### config.mk
export PLATFORM = sky130hd
export DESIGN_NAME = pulse_width_biphase_decoder
export DESIGN_NICKNAME = d
export VERILOG_FILES = /design/src/rtl/core/pwbd_pkg.sv /design/src/rtl/core/pulse_width_biphase_decoder.sv /design/src/rtl/core/pwbd_regs.sv /design/src/rtl/core/pwbd_front.sv /design/src/rtl/core/pwbd_queue.sv /design/src/rtl/core/pwbd_back.sv
export SDC_FILE = /design/constraint.sdc
export NUM_CORES = 1
export LEC_CHECK = 0
export BUFFER_PORTS_ARGS = -buffer_cell sky130_fd_sc_hd__clkbuf_2
export CAP_MARGIN = 40
export CORE_MARGIN = 2
export CORE_UTILIZATION = 50
export CTS_BUF_LIST = sky130_fd_sc_hd__clkbuf_2
export CTS_CLUSTER_DIAMETER = 150
export CTS_CLUSTER_SIZE = 12
export DETAILED_ROUTE_END_ITERATION = 10
export PLACE_DENSITY = 0.81
export SLEW_MARGIN = 20
export SYNTH_ARGS = -nofsm -noshare
export SYNTH_HDL_FRONTEND = slang
export SYNTH_SLANG_ARGS = --single-unit
### constraint.sdc
create_clock -name clk -period 5 [get_ports clk]
set_clock_uncertainty 0.15 [all_clocks]
set_input_delay 0.5 -clock clk [delete_from_list [all_inputs] [get_ports clk]]
set_output_delay 0.5 -clock clk [all_outputs]
set_load 0.02 [all_outputs]
### src/rtl/core/pwbd_pkg.sv
// Shared types and constants for the pulse-width biphase decoder.
package pwbd_pkg;

  localparam int FRAME_BITS  = 34;
  localparam int CNT_W       = 7;
  localparam int WORD_W      = 32;
  localparam int WIDTH_W     = 16;
  localparam int QUEUE_DEPTH = 2;
  localparam int QPTR_W      = (QUEUE_DEPTH > 1) ? $clog2(QUEUE_DEPTH) : 1;
  localparam int QCNT_W      = $clog2(QUEUE_DEPTH + 1);
  localparam int ADDR_W      = 5;
  localparam int DATA_W      = 32;

  localparam logic [CNT_W-1:0]  COUNT_MAX   = {CNT_W{1'b1}};
  localparam logic [CNT_W-1:0]  COUNT_INIT  = CNT_W'(1);
  localparam logic [CNT_W-1:0]  COUNT_FRAME = CNT_W'(FRAME_BITS);
  localparam logic [WORD_W-1:0] WORD_INIT   = WORD_W'(1);

  // Register indexes (byte address = 4 * index)
  typedef enum logic [2:0] {
    REG_START_MIN  = 3'd0,
    REG_START_MAX  = 3'd1,
    REG_TWO_MIN    = 3'd2,
    REG_TWO_MAX    = 3'd3,
    REG_THREE_MIN  = 3'd4,
    REG_THREE_MAX  = 3'd5,
    REG_FOUR_MIN   = 3'd6,
    REG_FOUR_MAX   = 3'd7
  } reg_idx_t;

  // Width class of one interval
  typedef enum logic [1:0] {
    UNITS_NONE  = 2'd0,
    UNITS_TWO   = 2'd1,
    UNITS_THREE = 2'd2,
    UNITS_FOUR  = 2'd3
  } units_t;

  // Timing bounds handed to the classifier
  typedef struct packed {
    logic [WIDTH_W-1:0] start_min;
    logic [WIDTH_W-1:0] start_max;
    logic [WIDTH_W-1:0] two_min;
    logic [WIDTH_W-1:0] two_max;
    logic [WIDTH_W-1:0] three_min;
    logic [WIDTH_W-1:0] three_max;
    logic [WIDTH_W-1:0] four_min;
    logic [WIDTH_W-1:0] four_max;
  } bounds_t;

  // Classified interval travelling through the queue
  typedef struct packed {
    logic   start_ok;
    units_t units;
  } item_t;

endpackage

### src/rtl/core/pulse_width_biphase_decoder.sv
// Pulse-width biphase decoder: an interval is registered in the classifier stage, the queue, then the result register.
// Throughput one interval per cycle when in_stall and out_stall allow: classifier stage, 2-entry queue, frame engine.
// Each accepted interval yields exactly one result transaction.
// Synchronous active-low reset: idle, no frame, last code 0, bounds to defaults.
// No clearing pass after reset; items are accepted in the first cycle after it.
module pulse_width_biphase_decoder
  import pwbd_pkg::*;
(
  input  logic               clk,
  input  logic               rst_n,
  input  logic               in_valid,
  output logic               in_stall,
  input  logic [WIDTH_W-1:0] in_pulse_width,
  input  logic               in_line_level,
  output logic               out_valid,
  input  logic               out_stall,
  output logic               out_code_valid,
  output logic [WORD_W-1:0]  out_code_word,
  output logic               out_falling_only,
  input  logic               cfg_psel,
  input  logic               cfg_penable,
  input  logic               cfg_pwrite,
  input  logic [ADDR_W-1:0]  cfg_paddr,
  input  logic [DATA_W-1:0]  cfg_pwdata,
  output logic [DATA_W-1:0]  cfg_prdata,
  output logic               cfg_pready
);

  bounds_t bounds;
  logic    push, q_full, pop, q_not_empty;
  item_t   push_item, q_head;

  // Configuration
  pwbd_regs u_regs (
    .clk         (clk),
    .rst_n       (rst_n),
    .cfg_psel    (cfg_psel),
    .cfg_penable (cfg_penable),
    .cfg_pwrite  (cfg_pwrite),
    .cfg_paddr   (cfg_paddr),
    .cfg_pwdata  (cfg_pwdata),
    .cfg_prdata  (cfg_prdata),
    .cfg_pready  (cfg_pready),
    .bounds      (bounds)
  );

  // Classifier
  pwbd_front u_front (
    .clk            (clk),
    .rst_n          (rst_n),
    .bounds         (bounds),
    .in_valid       (in_valid),
    .in_stall       (in_stall),
    .in_pulse_width (in_pulse_width),
    .in_line_level  (in_line_level),
    .push           (push),
    .push_item      (push_item),
    .q_full         (q_full)
  );

  // Decoupling queue
  pwbd_queue u_queue (
    .clk       (clk),
    .rst_n     (rst_n),
    .push      (push),
    .push_item (push_item),
    .full      (q_full),
    .pop       (pop),
    .not_empty (q_not_empty),
    .head      (q_head)
  );

  // Frame engine
  pwbd_back u_back (
    .clk              (clk),
    .rst_n            (rst_n),
    .q_not_empty      (q_not_empty),
    .q_head           (q_head),
    .pop              (pop),
    .out_valid        (out_valid),
    .out_stall        (out_stall),
    .out_code_valid   (out_code_valid),
    .out_code_word    (out_code_word),
    .out_falling_only (out_falling_only)
  );

endmodule

### src/rtl/core/pwbd_regs.sv
// APB-style configuration registers holding the interval bounds.
module pwbd_regs
  import pwbd_pkg::*;
(
  input  logic              clk,
  input  logic              rst_n,
  input  logic              cfg_psel,
  input  logic              cfg_penable,
  input  logic              cfg_pwrite,
  input  logic [ADDR_W-1:0] cfg_paddr,
  input  logic [DATA_W-1:0] cfg_pwdata,
  output logic [DATA_W-1:0] cfg_prdata,
  output logic              cfg_pready,
  output bounds_t           bounds
);

  logic [WIDTH_W-1:0] regs_r [8];
  reg_idx_t           idx;
  logic               wr_en;

  assign idx        = reg_idx_t'(cfg_paddr[4:2]);
  assign wr_en      = cfg_psel & cfg_penable & cfg_pwrite;
  assign cfg_pready = 1'b1;

  // Register file with reset values
  always_ff @(posedge clk) begin
    if (!rst_n) begin
      regs_r[REG_START_MIN] <= WIDTH_W'(1300);
      regs_r[REG_START_MAX] <= WIDTH_W'(1700);
      regs_r[REG_TWO_MIN]   <= WIDTH_W'(1800);
      regs_r[REG_TWO_MAX]   <= WIDTH_W'(2200);
      regs_r[REG_THREE_MIN] <= WIDTH_W'(2800);
      regs_r[REG_THREE_MAX] <= WIDTH_W'(3200);
      regs_r[REG_FOUR_MIN]  <= WIDTH_W'(3800);
      regs_r[REG_FOUR_MAX]  <= WIDTH_W'(4200);
    end else if (wr_en) begin
      regs_r[idx] <= cfg_pwdata[WIDTH_W-1:0];
    end
  end

  // Read-back
  assign cfg_prdata = {{(DATA_W-WIDTH_W){1'b0}}, regs_r[idx]};

  assign bounds.start_min = regs_r[REG_START_MIN];
  assign bounds.start_max = regs_r[REG_START_MAX];
  assign bounds.two_min   = regs_r[REG_TWO_MIN];
  assign bounds.two_max   = regs_r[REG_TWO_MAX];
  assign bounds.three_min = regs_r[REG_THREE_MIN];
  assign bounds.three_max = regs_r[REG_THREE_MAX];
  assign bounds.four_min  = regs_r[REG_FOUR_MIN];
  assign bounds.four_max  = regs_r[REG_FOUR_MAX];

endmodule

### src/rtl/core/pwbd_front.sv
// Front end: accepts intervals and sorts them into width classes.
module pwbd_front
  import pwbd_pkg::*;
(
  input  logic               clk,
  input  logic               rst_n,
  input  bounds_t            bounds,
  input  logic               in_valid,
  output logic               in_stall,
  input  logic [WIDTH_W-1:0] in_pulse_width,
  input  logic               in_line_level,
  output logic               push,
  output item_t              push_item,
  input  logic               q_full
);

  logic  valid_r, valid_nxt;
  item_t item_r, item_nxt;
  logic  take;

  // Hold while the staged item cannot enter the queue
  assign in_stall  = valid_r & q_full;
  assign push      = valid_r & ~q_full;
  assign push_item = item_r;
  assign take      = in_valid & ~in_stall;

  // Classification
  always_comb begin
    item_nxt.start_ok = (in_pulse_width > bounds.start_min) &&
                        (in_pulse_width < bounds.start_max) && !in_line_level;
    priority if (in_pulse_width >= bounds.two_min && in_pulse_width <= bounds.two_max)
      item_nxt.units = UNITS_TWO;
    else if (in_pulse_width >= bounds.three_min && in_pulse_width <= bounds.three_max)
      item_nxt.units = UNITS_THREE;
    else if (in_pulse_width >= bounds.four_min && in_pulse_width <= bounds.four_max)
      item_nxt.units = UNITS_FOUR;
    else
      item_nxt.units = UNITS_NONE;
  end

  assign valid_nxt = take | (valid_r & q_full);

  always_ff @(posedge clk) begin
    if (!rst_n) begin
      valid_r <= 1'b0;
    end else begin
      valid_r <= valid_nxt;
    end
  end

  always_ff @(posedge clk) begin
    if (take) begin
      item_r <= item_nxt;
    end
  end

endmodule

### src/rtl/core/pwbd_queue.sv
// Short FIFO between classifier and frame engine.
module pwbd_queue
  import pwbd_pkg::*;
(
  input  logic  clk,
  input  logic  rst_n,
  input  logic  push,
  input  item_t push_item,
  output logic  full,
  input  logic  pop,
  output logic  not_empty,
  output item_t head
);

  item_t             mem_r [QUEUE_DEPTH];
  logic [QPTR_W-1:0] wr_ptr_r, rd_ptr_r;
  logic [QCNT_W-1:0] count_r;

  assign full      = (count_r == QCNT_W'(QUEUE_DEPTH));
  assign not_empty = (count_r != '0);
  assign head      = mem_r[rd_ptr_r];

  // Pointers and fill level
  always_ff @(posedge clk) begin
    if (!rst_n) begin
      wr_ptr_r <= '0;
      rd_ptr_r <= '0;
      count_r  <= '0;
    end else begin
      if (push) begin
        wr_ptr_r <= (wr_ptr_r == QPTR_W'(QUEUE_DEPTH-1)) ? '0 : wr_ptr_r + 1'b1;
      end
      if (pop) begin
        rd_ptr_r <= (rd_ptr_r == QPTR_W'(QUEUE_DEPTH-1)) ? '0 : rd_ptr_r + 1'b1;
      end
      unique case ({push, pop})
        2'b10:   count_r <= count_r + 1'b1;
        2'b01:   count_r <= count_r - 1'b1;
        default: count_r <= count_r;
      endcase
    end
  end

  // Storage
  always_ff @(posedge clk) begin
    if (push) begin
      mem_r[wr_ptr_r] <= push_item;
    end
  end

endmodule

### src/rtl/core/pwbd_back.sv
// Frame engine: shifts in decoded bits and holds the result register.
module pwbd_back
  import pwbd_pkg::*;
(
  input  logic              clk,
  input  logic              rst_n,
  input  logic              q_not_empty,
  input  item_t             q_head,
  output logic              pop,
  output logic              out_valid,
  input  logic              out_stall,
  output logic              out_code_valid,
  output logic [WORD_W-1:0] out_code_word,
  output logic              out_falling_only
);

  logic              out_valid_r, out_valid_nxt;
  logic              code_valid_r, code_valid_nxt;
  logic              in_frame_r, in_frame_nxt;
  logic [WORD_W-1:0] shift_r, shift_nxt;
  logic [CNT_W-1:0]  count_r, count_nxt;
  logic [WORD_W-1:0] last_code_r, last_code_nxt;

  logic              prev_bit;
  logic [WORD_W-1:0] sh1, sh1_or, sh2;
  logic [CNT_W-1:0]  c1, c2;
  logic              abort;

  // A new transaction moves in once the result slot is free
  assign pop = q_not_empty & (~out_valid_r | ~out_stall);

  assign prev_bit = shift_r[0];
  assign sh1      = {shift_r[WORD_W-2:0], 1'b0};
  assign sh1_or   = {shift_r[WORD_W-2:0], 1'b1};
  assign sh2      = {sh1_or[WORD_W-2:0], 1'b0};
  assign c1       = (count_r == COUNT_MAX) ? COUNT_MAX : count_r + 1'b1;
  assign c2       = (c1 == COUNT_MAX) ? COUNT_MAX : c1 + 1'b1;

  // Bit decoding and frame sequencing
  always_comb begin
    shift_nxt      = shift_r;
    count_nxt      = count_r;
    in_frame_nxt   = in_frame_r;
    last_code_nxt  = last_code_r;
    code_valid_nxt = code_valid_r;
    out_valid_nxt  = out_valid_r & out_stall;
    abort          = 1'b0;
    if (pop) begin
      out_valid_nxt  = 1'b1;
      code_valid_nxt = 1'b0;
      if (!in_frame_r) begin
        in_frame_nxt = q_head.start_ok;
      end else begin
        unique case (q_head.units)
          UNITS_TWO: begin
            shift_nxt = {shift_r[WORD_W-2:0], prev_bit};
            count_nxt = c1;
          end
          UNITS_THREE: begin
            shift_nxt = prev_bit ? sh2 : sh1_or;
            count_nxt = prev_bit ? c2 : c1;
          end
          UNITS_FOUR: begin
            shift_nxt = prev_bit ? sh1 : sh2;
            count_nxt = prev_bit ? c1 : c2;
            abort     = prev_bit;
          end
          UNITS_NONE: begin
            shift_nxt = sh1;
            count_nxt = c1;
            abort     = 1'b1;
          end
        endcase
        in_frame_nxt = ~abort;
        // Frame complete, still emitted if this step aborted
        if (count_nxt == COUNT_FRAME) begin
          last_code_nxt  = shift_nxt;
          code_valid_nxt = 1'b1;
          in_frame_nxt   = 1'b0;
        end
      end
      if (!in_frame_nxt) begin
        shift_nxt = WORD_INIT;
        count_nxt = COUNT_INIT;
      end
    end
  end

  always_ff @(posedge clk) begin
    if (!rst_n) begin
      out_valid_r  <= 1'b0;
      code_valid_r <= 1'b0;
      in_frame_r   <= 1'b0;
      shift_r      <= WORD_INIT;
      count_r      <= COUNT_INIT;
      last_code_r  <= '0;
    end else begin
      out_valid_r  <= out_valid_nxt;
      code_valid_r <= code_valid_nxt;
      in_frame_r   <= in_frame_nxt;
      shift_r      <= shift_nxt;
      count_r      <= count_nxt;
      last_code_r  <= last_code_nxt;
    end
  end

  // State only moves on a pop, so it doubles as the result register
  assign out_valid        = out_valid_r;
  assign out_code_valid   = code_valid_r;
  assign out_code_word    = last_code_r;
  assign out_falling_only = in_frame_r;

endmodule

# --- Word level (Yosys, flattened, before mapping) ---
# Memory sizes are Yosys's and may differ from the RTL's. A register that Yosys moved wholly into a read port is not among the register bits.
# Cells that the tools add are included.
op_classes:
  add_sub_neg: 6
  n_lt_le_gt_ge: 8
  n_eq_ne: 10
  muxes: 39
  bitwise_logic: 14
  reduce_logical: 13
ops:
  columns: ["op", "count"]
  rows:
  - ["one-hot mux 32 bit (4 select lines)", 1]
  - ["two-way mux 32 bit", 2]
  - ["two-way mux 31 bit", 2]
  - ["two-way mux 7 bit", 8]
  - [">= comparator 16 bit", 3]
  - ["<= comparator 16 bit", 3]
  - ["one-hot mux 7 bit (3 select lines)", 1]
  - ["two-way mux 1 bit", 19]
  - ["> comparator 16 bit", 1]
  - ["< comparator 16 bit", 1]
  - ["two-way mux 16 bit", 1]
  - ["OR reduction 16 bit", 1]
  - ["adder 7 x 1 -> 7 bit (second input constant)", 2]
  - ["equality test 7 bit (second input constant)", 2]
  - ["equality test 2 bit (second input constant)", 4]
  - ["bitwise AND 1 bit", 7]
  - ["equality test 7 x 6 -> 1 bit (second input constant)", 1]
  - ["logical AND 1 bit", 5]
  - ["inverter 1 bit", 5]
  - ["equality test 2 x 1 -> 1 bit (second input constant)", 2]
  - ["two-way mux 2 bit", 2]
  - ["one-hot mux 2 bit (2 select lines)", 1]
  - ["nonzero test 2 bit", 2]
  - ["two-way mux 3 bit", 1]
  - ["other kinds (11)", 13]
word_totals:
  reg_bits: 81
  ram_bits: 134
  out_inout_bits: 69
  elab_cells: 104
  mem_count: 2
memory_table:
  columns: ["memory", "depth", "width", "read_ports", "rd_ports_with_merged_regs", "wr", "line_no", "rtl"]
  rows:
  - ["u_regs.regs_r", 8, 16, 9, 0, 8, "pwbd_regs.sv:17", "logic [WIDTH_W-1:0] regs_r [8];"]
  - ["u_queue.mem_r", 2, 3, 1, 1, 1, "pwbd_queue.sv:15", "item_t mem_r [QUEUE_DEPTH];"]

# --- Logic depth before layout (Yosys ltp) ---
# Gate-level depths: netlist of the first run.
logic_depth:
  ltp_word: 14
  mapped_depth: 16
  depth_no_buf: 14

# --- By module ---
# From an unflattened synthesis of the first run, not the netlist that was laid out.
unflattened:
  cells_unflattened: 1349
  hier_area_um2: 14009.7
by_module_without_submodules:
  columns: ["mod", "instances", "cells_each", "area_per_inst_um2", "seq_area_each_um2"]
  rows:
  - ["pwbd_regs", 1, 372, 6039.5, 3843.7]
  - ["pwbd_back", 1, 506, 4262.8, 1461.4]
  - ["pwbd_front", 1, 440, 3274.4, 110.1]
  - ["pwbd_queue", 1, 31, 432.9, 280.3]

# --- Worst setup path before layout of the first run ---
# OpenSTA, ideal clock, no wires.
synth_path:
  kind: "reg2reg"
  start: "reg u_back.count_r[0]"
  end: "reg u_back.shift_r[20]"
  setup_ns: 0.117
  arrival_ns: 2.987
  path_slack_ns: 1.746
  path_stages_with_launch: 15
  path_buffers: 2
  cell_sequence: "dfxtp_1 ha_1 nand4_1 o21ai_0 ha_1 inv_1 a211oi_2 o2111ai_2 o221ai_2 o211a_4 nand3_4 and3_1 buf_6 buf_6 a22o_1"
synth_between:
  elab_chain_len: 14
  word_cells_on_any_way: 18
  classes_between: "add/sub: 2; eq/ne: 4; mux: 11; reduce/logical: 1"
synth_lines:
  columns: ["item", "line_no", "rtl"]
  rows:
  - ["start, declared", "pwbd_back.sv:21", "logic [CNT_W-1:0] count_r, count_nxt;"]
  - ["start signal, assigned", "pwbd_back.sv:102", "count_r <= count_nxt;"]
  - ["adder 7 x 1 -> 7 bit / equality test 7 bit (equally long branches)", "pwbd_back.sv:36", "assign c1 = (count_r == COUNT_MAX) ? COUNT_MAX : count_r + 1'b1;"]
  - ["two-way mux 7 bit (*)", "pwbd_back.sv:36", null]
  - ["adder 7 x 1 -> 7 bit / equality test 7 bit (equally long branches)", "pwbd_back.sv:37", "assign c2 = (c1 == COUNT_MAX) ? COUNT_MAX : c1 + 1'b1;"]
  - ["two-way mux 7 bit", "pwbd_back.sv:37", null]
  - ["two-way mux 7 bit (on tied branches)", "pwbd_back.sv:65, pwbd_back.sv:61", null]
  - ["one-hot mux 7 bit (3 select lines) (*)", "pwbd_back.sv:54", "unique case (q_head.units)"]
  - ["two-way mux 7 bit (*)", "pwbd_back.sv:51", "if (!in_frame_r) begin"]
  - ["two-way mux 7 bit (*)", "pwbd_back.sv:48", "if (pop) begin"]
  - ["equality test 7 x 6 -> 1 bit (*)", "pwbd_back.sv:76", "if (count_nxt == COUNT_FRAME) begin"]
  - ["two-way mux 1 bit (*)", "pwbd_back.sv:76", null]
  - ["two-way mux 1 bit (*)", "pwbd_back.sv:51", null]
  - ["two-way mux 1 bit (*)", "pwbd_back.sv:48", null]
  - ["!= test 2 x 1 -> 1 bit (no line)", null, null]
  - ["AND reduction 2 bit (no line)", null, null]
  - ["end signal, assigned", "pwbd_back.sv:101", "shift_r <= shift_nxt;"]
  - ["end, declared", "pwbd_back.sv:20", "logic [WORD_W-1:0] shift_r, shift_nxt;"]
# Mark *: on every way between the ends. The rest lies on a longest branch, timed or not. The select of a mux whose other input is x is not followed.
# A chain may end at the register's enable or synchronous reset.

# --- Worst setup path after layout of the first run ---
layout_path:
  start: "reg u_back.count_r[0]"
  end: "reg u_back.last_code_r[24], in the netlist u_back.out_code_word[24]"
layout_between:
  elab_chain_len: 10
  word_cells_on_any_way: 13
  classes_between: "add/sub: 2; eq/ne: 3; mux: 7; reduce/logical: 1"
layout_lines:
  columns: ["item", "line_no", "rtl"]
  rows:
  - ["adder 7 x 1 -> 7 bit / equality test 7 bit (equally long branches)", "pwbd_back.sv:36", null]
  - ["two-way mux 7 bit (*)", "pwbd_back.sv:36", null]
  - ["adder 7 x 1 -> 7 bit / equality test 7 bit (equally long branches)", "pwbd_back.sv:37", null]
  - ["two-way mux 7 bit", "pwbd_back.sv:37", null]
  - ["two-way mux 7 bit (on tied branches)", "pwbd_back.sv:65, pwbd_back.sv:61", null]
  - ["one-hot mux 7 bit (3 select lines) (*)", "pwbd_back.sv:54", null]
  - ["two-way mux 7 bit (*)", "pwbd_back.sv:51", null]
  - ["two-way mux 7 bit (*)", "pwbd_back.sv:48", null]
  - ["equality test 7 x 6 -> 1 bit (*)", "pwbd_back.sv:76", null]
  - ["AND reduction 3 bit (no line) (*)", null, null]
  - ["end signal, assigned", "pwbd_back.sv:103", "last_code_r <= last_code_nxt;"]
  - ["end, declared", "pwbd_back.sv:22", "logic [WORD_W-1:0] last_code_r, last_code_nxt;"]
# Marked as above.

==> reports/results.ini, run 1 <==
[setup_path]
cp.required_ns=5.61
crit_path_start=u_back.count_r[0]
cp.arrival_ns=4.63
reg2reg_from=u_back.count_r[0]
cp-end-kind=flip-flop
cp_max_fo=30
reg2reg_slack_ns=0.97
reg2reg_to=u_back.out_code_word[24]
r2r.worst_path.cells=13
crit_type=reg -> reg
worstSetupStartpointType=flip-flop

[sta]
fin_ws_ns=0.974
relSlewSlack_pct=44.7
setup_tns_ns=0
drv_slew=0
period_share_pct=80.5
finalCriticalPeriod_ns=4.03
tightest_slew_ns=0.830
setup_viol=0
rsz0062_at_grt=false
hold_viol=0
fmax_ghz=0.248

[min_path]
hold_class=in -> reg
whs_path_depth=5
min_from=cfg_penable
min_to=u_regs.regs_r[3][11]

[final_layout]
final_cell_mix=edfxtp_1 (137), ha_1 (134), inv_1 (130)
fin_nets=1614
area_growth_syn_to_layout_pct=8.48
mostFrequentLayoutCell=edfxtp_1
drive_above_1_share_pct=12.3
instances_no_fill=1766
utilization_pct=55.2

[clocking]
clock-sinks=216
clockBufferDepth=3
clk-insertion-delay-late_ns=0.85
tritoncts=yes
h-tree-depth=1
cts_buffers=21
clk_pin_slew_worst_paths_ns=0.26
cts_root_buf=clkbuf_2

[placement]
dp_hpwl_um=25500
io_buffers=94
place_ws_ns=1.03
dp.cells=1707
place.gp.congestion=0.971

[floorplanning]
die_w_um=167
start_util_pct=50.9
die_h_um=167
core_area_um2=26000
fp-row-count=59
boundaryPins=130
fp.dieArea_um2=27700

[synthesis]
netlist_instances=1330
synth_top_area_cell=edfxtp_1
syn_area_um2=13200
yosysSeqAreaShare_pct=43.1
synth-edff-count=137
async_flop_share_pct=0
synth_top_area_share_pct=31.1
yosys_warnings=0
synth_area_leaders=edfxtp_1 (31%), ha_1 (13%), dfxtp_1 (12%)
synth_area_per_cell_um2=9.94
synth_flop_cell=edfxtp_1
synth-seq-cells=216
synth.distinct_cells=69

[global_routing]
antenna_found_initial=2
grt.total_usage_pct=23.7
grt_max_degree=55
overflow=0
grt_pass1_vias=10100
grt_pass1_wl_um=53200

[run]
drv_cap=0

[power]
p_per_area_nw_per_um2=262
power_mw=3.76
leakage_nw=6.28
peakVddDrop_v=0.000242

[detailed_routing]
vias_per_cell=6.11
drc_errors=0
dr.pass1.iters=5
wirelength_um=34400
drtIter0Drc=1024
postRouteAntennaNets=0
vias=10800
wl_per_cell_um=19.5

[run_status]
outcome=finished, final reports clean

-- cells by family after synthesis --
kind of cell,after synthesis,share of synthesized area (%)
xor gates and xnor gates,6,0.398
other,2,0.0568
AOI/OAI and AO/OA,320,17.3
muxes,39,3.00
DFF,216,43.1
buffers and inverters,219,6.98
adders and majority gates,134,12.7
and+or+nand+nor,394,16.5
-- layer usage --
metal,part of all wire (%),track usage [%],vias up
met1,41,31.8,5024
met5,0,0,-
met2,45,38.3,626
li1,-,-,5029
met4,4.2,9.45,0
met3,9.7,4.28,112
-- cell type report --
cell class	count	area, um2
antenna	2	5.00
tap	335	419
multi-input combinational	910	6670
clock buffer	33	165
timing repair buffer	139	886
fill	2231	11600
sequential	216	5700
inverter	131	492
-- sequential cells by signal, indices dropped and copies added, names as in the netlist, named ones only --
name,cells
u_regs.regs_r,128
u_queue.count_r,2
u_queue.wr_ptr_r,1
u_front.valid_r,1
u_back.out_code_word,32
u_back.count_r,7
u_queue.mem_r,6
u_back.out_falling_only,1
u_back.shift_r,31
u_queue.rd_ptr_r,1
u_back.out_valid,1
u_front.push_item,3
u_back.out_code_valid,1
-- what timing repair did --
item	CTS	global route
hold buffers	19	0
gates resized for setup	0	0
setup endpoints to repair	0	0
buffers inserted	0	0
hold endpoints to repair	134	0
-- worst max-delay path by stage --
| stage | end | cells past startpoint |
|---|---|---|
| after floorplan | u_back.shift_r[20] | 14 |
| after global placement | u_back.out_code_word[26] | 13 |
| after detailed placement | u_back.out_code_word[24] | 13 |
| after CTS | u_back.out_code_word[24] | 13 |
| after global routing | u_back.out_code_word[14] | 13 |
| final | u_back.out_code_word[24] | 13 |
-- power by group --
group | total (mW) | internal, mW | switching [mW]
clock | 0.742 | 0.167 | 0.575
sequential | 2.07 | 1.99 | 0.0815
combinational | 0.948 | 0.333 | 0.615
total | 3.76 | 2.49 | 1.27
-- synth_stat cells (4+ instances only) --
master / instances
edfxtp_1: 137
ha_1: 134
inv_1: 130
nand2_1: 86
dfxtp_1: 79
a22oi_1: 78
and3_1: 71
nand2b_1: 66
clkbuf_1: 59
a21oi_1: 51
nand4_1: 43
o21ai_0: 40
a21o_1: 36
a22o_1: 36
mux2i_1: 36
nor2_1: 36
and2_1: 35
buf_4: 22
a211oi_1: 19
nor3_1: 15
a221oi_1: 12
nor2b_1: 12
o21a_1: 12
nor4_1: 7
a31oi_1: 5
a2111oi_0: 4
nand3_1: 4
nor3b_1: 4
o211ai_1: 4
-- worst max-delay path, cell delays in order, from the launching register on --
cell and delay [ns]:
dfxtp_1 0.50, ha_1 0.33, nand4_1 0.17, o21ai_0 0.46
ha_1 0.27, inv_1 0.07, a211oi_2 0.29, o2111ai_2 0.24
o221ai_2 0.29, o211a_4 0.22, nand3_4 0.10, nor2_4 0.18
buf_4 0.44, mux2i_1 0.24
-- stage by stage --
| stage | hold WS (ns) | area [um2] |
|---|---|---|
| after global placement | 0.292 | 13900 |
| after detailed placement | 0.297 | 13900 |
| final | 0.0861 | 14300 |
| after floorplan | 0.271 | 13300 |
| after CTS | 0.0484 | 14300 |
| after global routing | 0.109 | 14300 |
Power figures use the tool's default switching activity.
==> run 2, diff against run 1 <==
==> constraint.sdc (replaced) <==
create_clock -name clk -period 4.08 [get_ports clk]
set_clock_uncertainty 0.15 [all_clocks]
set_input_delay 0.408 -clock clk [delete_from_list [all_inputs] [get_ports clk]]
set_output_delay 0.408 -clock clk [all_outputs]
set_load 0.02 [all_outputs]
==> reports/results.ini, run 2 (synthesis results as in run 1) <==
[detailed_routing]
drtIter0Drc=1002  ; was 1024
wirelength_um=34500  ; was 34400 um
dr.pass1.iters=6  ; was 5
vias=10800  ; about the same
postRouteAntennaNets=0  ; unchanged
wl_per_cell_um=19.5  ; about the same
vias_per_cell=6.07  ; was 6.11
drc_errors=0  ; unchanged

[floorplanning]
die_w_um=167  ; unchanged
boundaryPins=130  ; unchanged
fp-row-count=59  ; unchanged
start_util_pct=50.9  ; unchanged
die_h_um=167  ; unchanged
core_area_um2=26000  ; unchanged
fp.dieArea_um2=27700  ; unchanged

[setup_path]
r2r.worst_path.cells=13  ; unchanged
worstSetupStartpointType=flip-flop  ; unchanged
crit_end=u_back.out_code_word[31]  ; was u_back.out_code_word[24]
crit_type=reg -> reg  ; unchanged
worstPathCellList=ha_1 -> nand4_1 -> o21ai_0 -> ha_1 -> inv_1 -> a211oi_2 -> o2111ai_2 -> o221ai_2 -> o211a_4 -> nand3_4 -> nor2_4 -> buf_12 -> mux2i_1  ; was ha_1 -> nand4_1 -> o21ai_0 -> ha_1 -> inv_1 -> a211oi_2 -> o2111ai_2 -> o221ai_2 -> o211a_4 -> nand3_4 -> nor2_4 -> buf_4 -> mux2i_1
cp-end-kind=flip-flop  ; unchanged
path_common_cell=ha_1  ; unchanged
cp_slowest_cell=dfxtp_1  ; unchanged
cp.required_ns=4.67  ; was 5.61 ns
crit_path_start=u_back.count_r[0]  ; unchanged
reg2reg_slack_ns=0.47  ; was 0.97 ns
cp.arrival_ns=4.20  ; was 4.63 ns
reg2reg_from=u_back.count_r[0]  ; unchanged
reg2reg_to=u_back.out_code_word[31]  ; was u_back.out_code_word[24]
critPathMaxStageDelay_ns=0.51  ; was 0.50 ns
cp_max_fo=32  ; was 30

[global_routing]
grt_pass1_wl_um=54100  ; was 53200 um
grt_pass1_vias=10100  ; about the same
antenna_found_initial=1  ; was 2
overflow=0  ; unchanged
grt.total_usage_pct=24.1  ; was 23.7%
grt_max_degree=64  ; was 55

[clocking]
cts_setup_buffers=0  ; unchanged
h-tree-depth=1  ; unchanged
clk_pin_slew_worst_paths_ns=0.24  ; was 0.26 ns
cts_buffers=21  ; unchanged
tritoncts=yes  ; unchanged
cts_root_buf=clkbuf_2  ; unchanged
clock-sinks=216  ; unchanged
clockBufferDepth=3  ; unchanged
clk-insertion-delay-late_ns=0.85  ; about the same

[power]
p_per_area_nw_per_um2=320  ; was 262 nW/um2
peakVddDrop_v=0.000316  ; was 0.000242 V
power_mw=4.61  ; was 3.76 mW
leakage_nw=6.32  ; was 6.28 nW

[min_path]
hold_class=in -> reg  ; unchanged
whs_path_depth=5  ; unchanged

[sta]
setup_viol=0  ; unchanged
relSlewSlack_pct=45.4  ; was 44.7%
fin_ws_ns=0.468  ; was 0.974 ns
timing.hold.ws_ns=0.0269  ; was 0.0861 ns
fmax_ghz=0.277  ; was 0.248 GHz
setup_tns_ns=0  ; unchanged
hold_viol=0  ; unchanged
drv_slew=0  ; unchanged
rsz0062_at_grt=false  ; unchanged
finalCriticalPeriod_ns=3.61  ; was 4.03 ns
period_share_pct=88.5  ; was 80.5%
tightest_slew_ns=0.819  ; was 0.830 ns

[final_layout]
multi_input_area_um2=6680  ; was 6670 um2
instances_no_fill=1772  ; was 1766
mostFrequentLayoutCell=edfxtp_1  ; unchanged
fin_nets=1620  ; was 1614
drive_above_1_share_pct=12.7  ; was 12.3%
largest-register=u_regs.regs_r  ; unchanged
regArea_um2=5700  ; unchanged
final_cell_mix=edfxtp_1 (137), ha_1 (134), inv_1 (130)  ; unchanged
largest_register_ffs=128  ; unchanged
fillCellCount=2241  ; was 2231
area_growth_syn_to_layout_pct=9.01  ; was 8.48%

[run_status]
outcome=finished, final reports clean  ; unchanged

[placement]
dp_hpwl_um=25500  ; about the same
place_ws_ns=0.440  ; was 1.03 ns
io_buffers=94  ; unchanged
place.gp.congestion=0.956  ; was 0.971
dp.cells=1712  ; was 1707

[run]
drv_cap=0  ; unchanged

==> run 2: cell types whose count changed in the layout (fill, tap and decap cells not counted), sizes merged <==
cell,delta
diode,-1
inv,+1
dlygate4sd3,+2
buf,+4
==> run 2: layout make-up <==
class / instances / area share [%]
inverters: 131 / 3.41
clock buffers: 33 / 1.15
diodes: 1 / 0.0174
repair buffers: 145 / 6.61
multi-input cells: 910 / 46.3
clock inverters: 1 / 0.0261
flip-flops and latches: 216 / 39.5
well taps: 335 / 2.91
==> run 2: power breakdown <==
group	total, mW	leakage (nW)	switching (mW)	internal (mW)
clock network	0.904	0.141	0.697	0.207
registers	2.54	1.96	0.101	2.44
logic	1.17	4.21	0.752	0.415
==> run 2: worst max-delay path, delay by kind of cell (launching register included) <==
kind / cells / cell delay [ns]
adder cells (fa/ha/maj): 2 / 0.57
buffers and inverters: 2 / 0.31
flip-flops: 1 / 0.51
AO/OA/AOI/OAI: 5 / 1.31
AND/OR/NAND/NOR: 3 / 0.43
multiplexers: 1 / 0.25
==> run 2: what timing repair did <==
action | 4_1_cts | 5_1_grt
hold buffers | 21 | 0
hold endpoints to repair | 144 | 0
resized for setup | 0 | 1
endpoints found under the setup margin | 0 | 14
==> run 2: layer usage <==
metal	global-route usage, %	vias up	wire, um
met5	0	-	0
met4	7.98	0	1060
met3	4.16	62	3130
met2	39.1	547	16000
met1	33.0	5102	14300
li1	-	5042	-
==> run 2: metrics by stage <==
stage	instance area (um2)	utilization, %
after floorplan	13300	-
after global placement	13900	53.6
after detailed placement	14000	53.8
after CTS	14400	55.2
after global routing	14400	55.4
final	14400	55.4
==> run 2: worst min path at each step <==
stage | startpoint | endpoint | slack (ns)
after global placement | u_back.out_code_word[5] | u_back.out_code_word[5] | 0.29
after floorplan | u_front.push_item[0] | u_queue.mem_r[0][0] | 0.27
after CTS | cfg_psel | u_regs.regs_r[5][11] | 0.001
final | cfg_psel | u_regs.regs_r[5][11] | 0.03
after global routing | cfg_psel | u_regs.regs_r[3][11] | 0.04
after detailed placement | u_back.out_code_word[28] | u_back.out_code_word[28] | 0.30
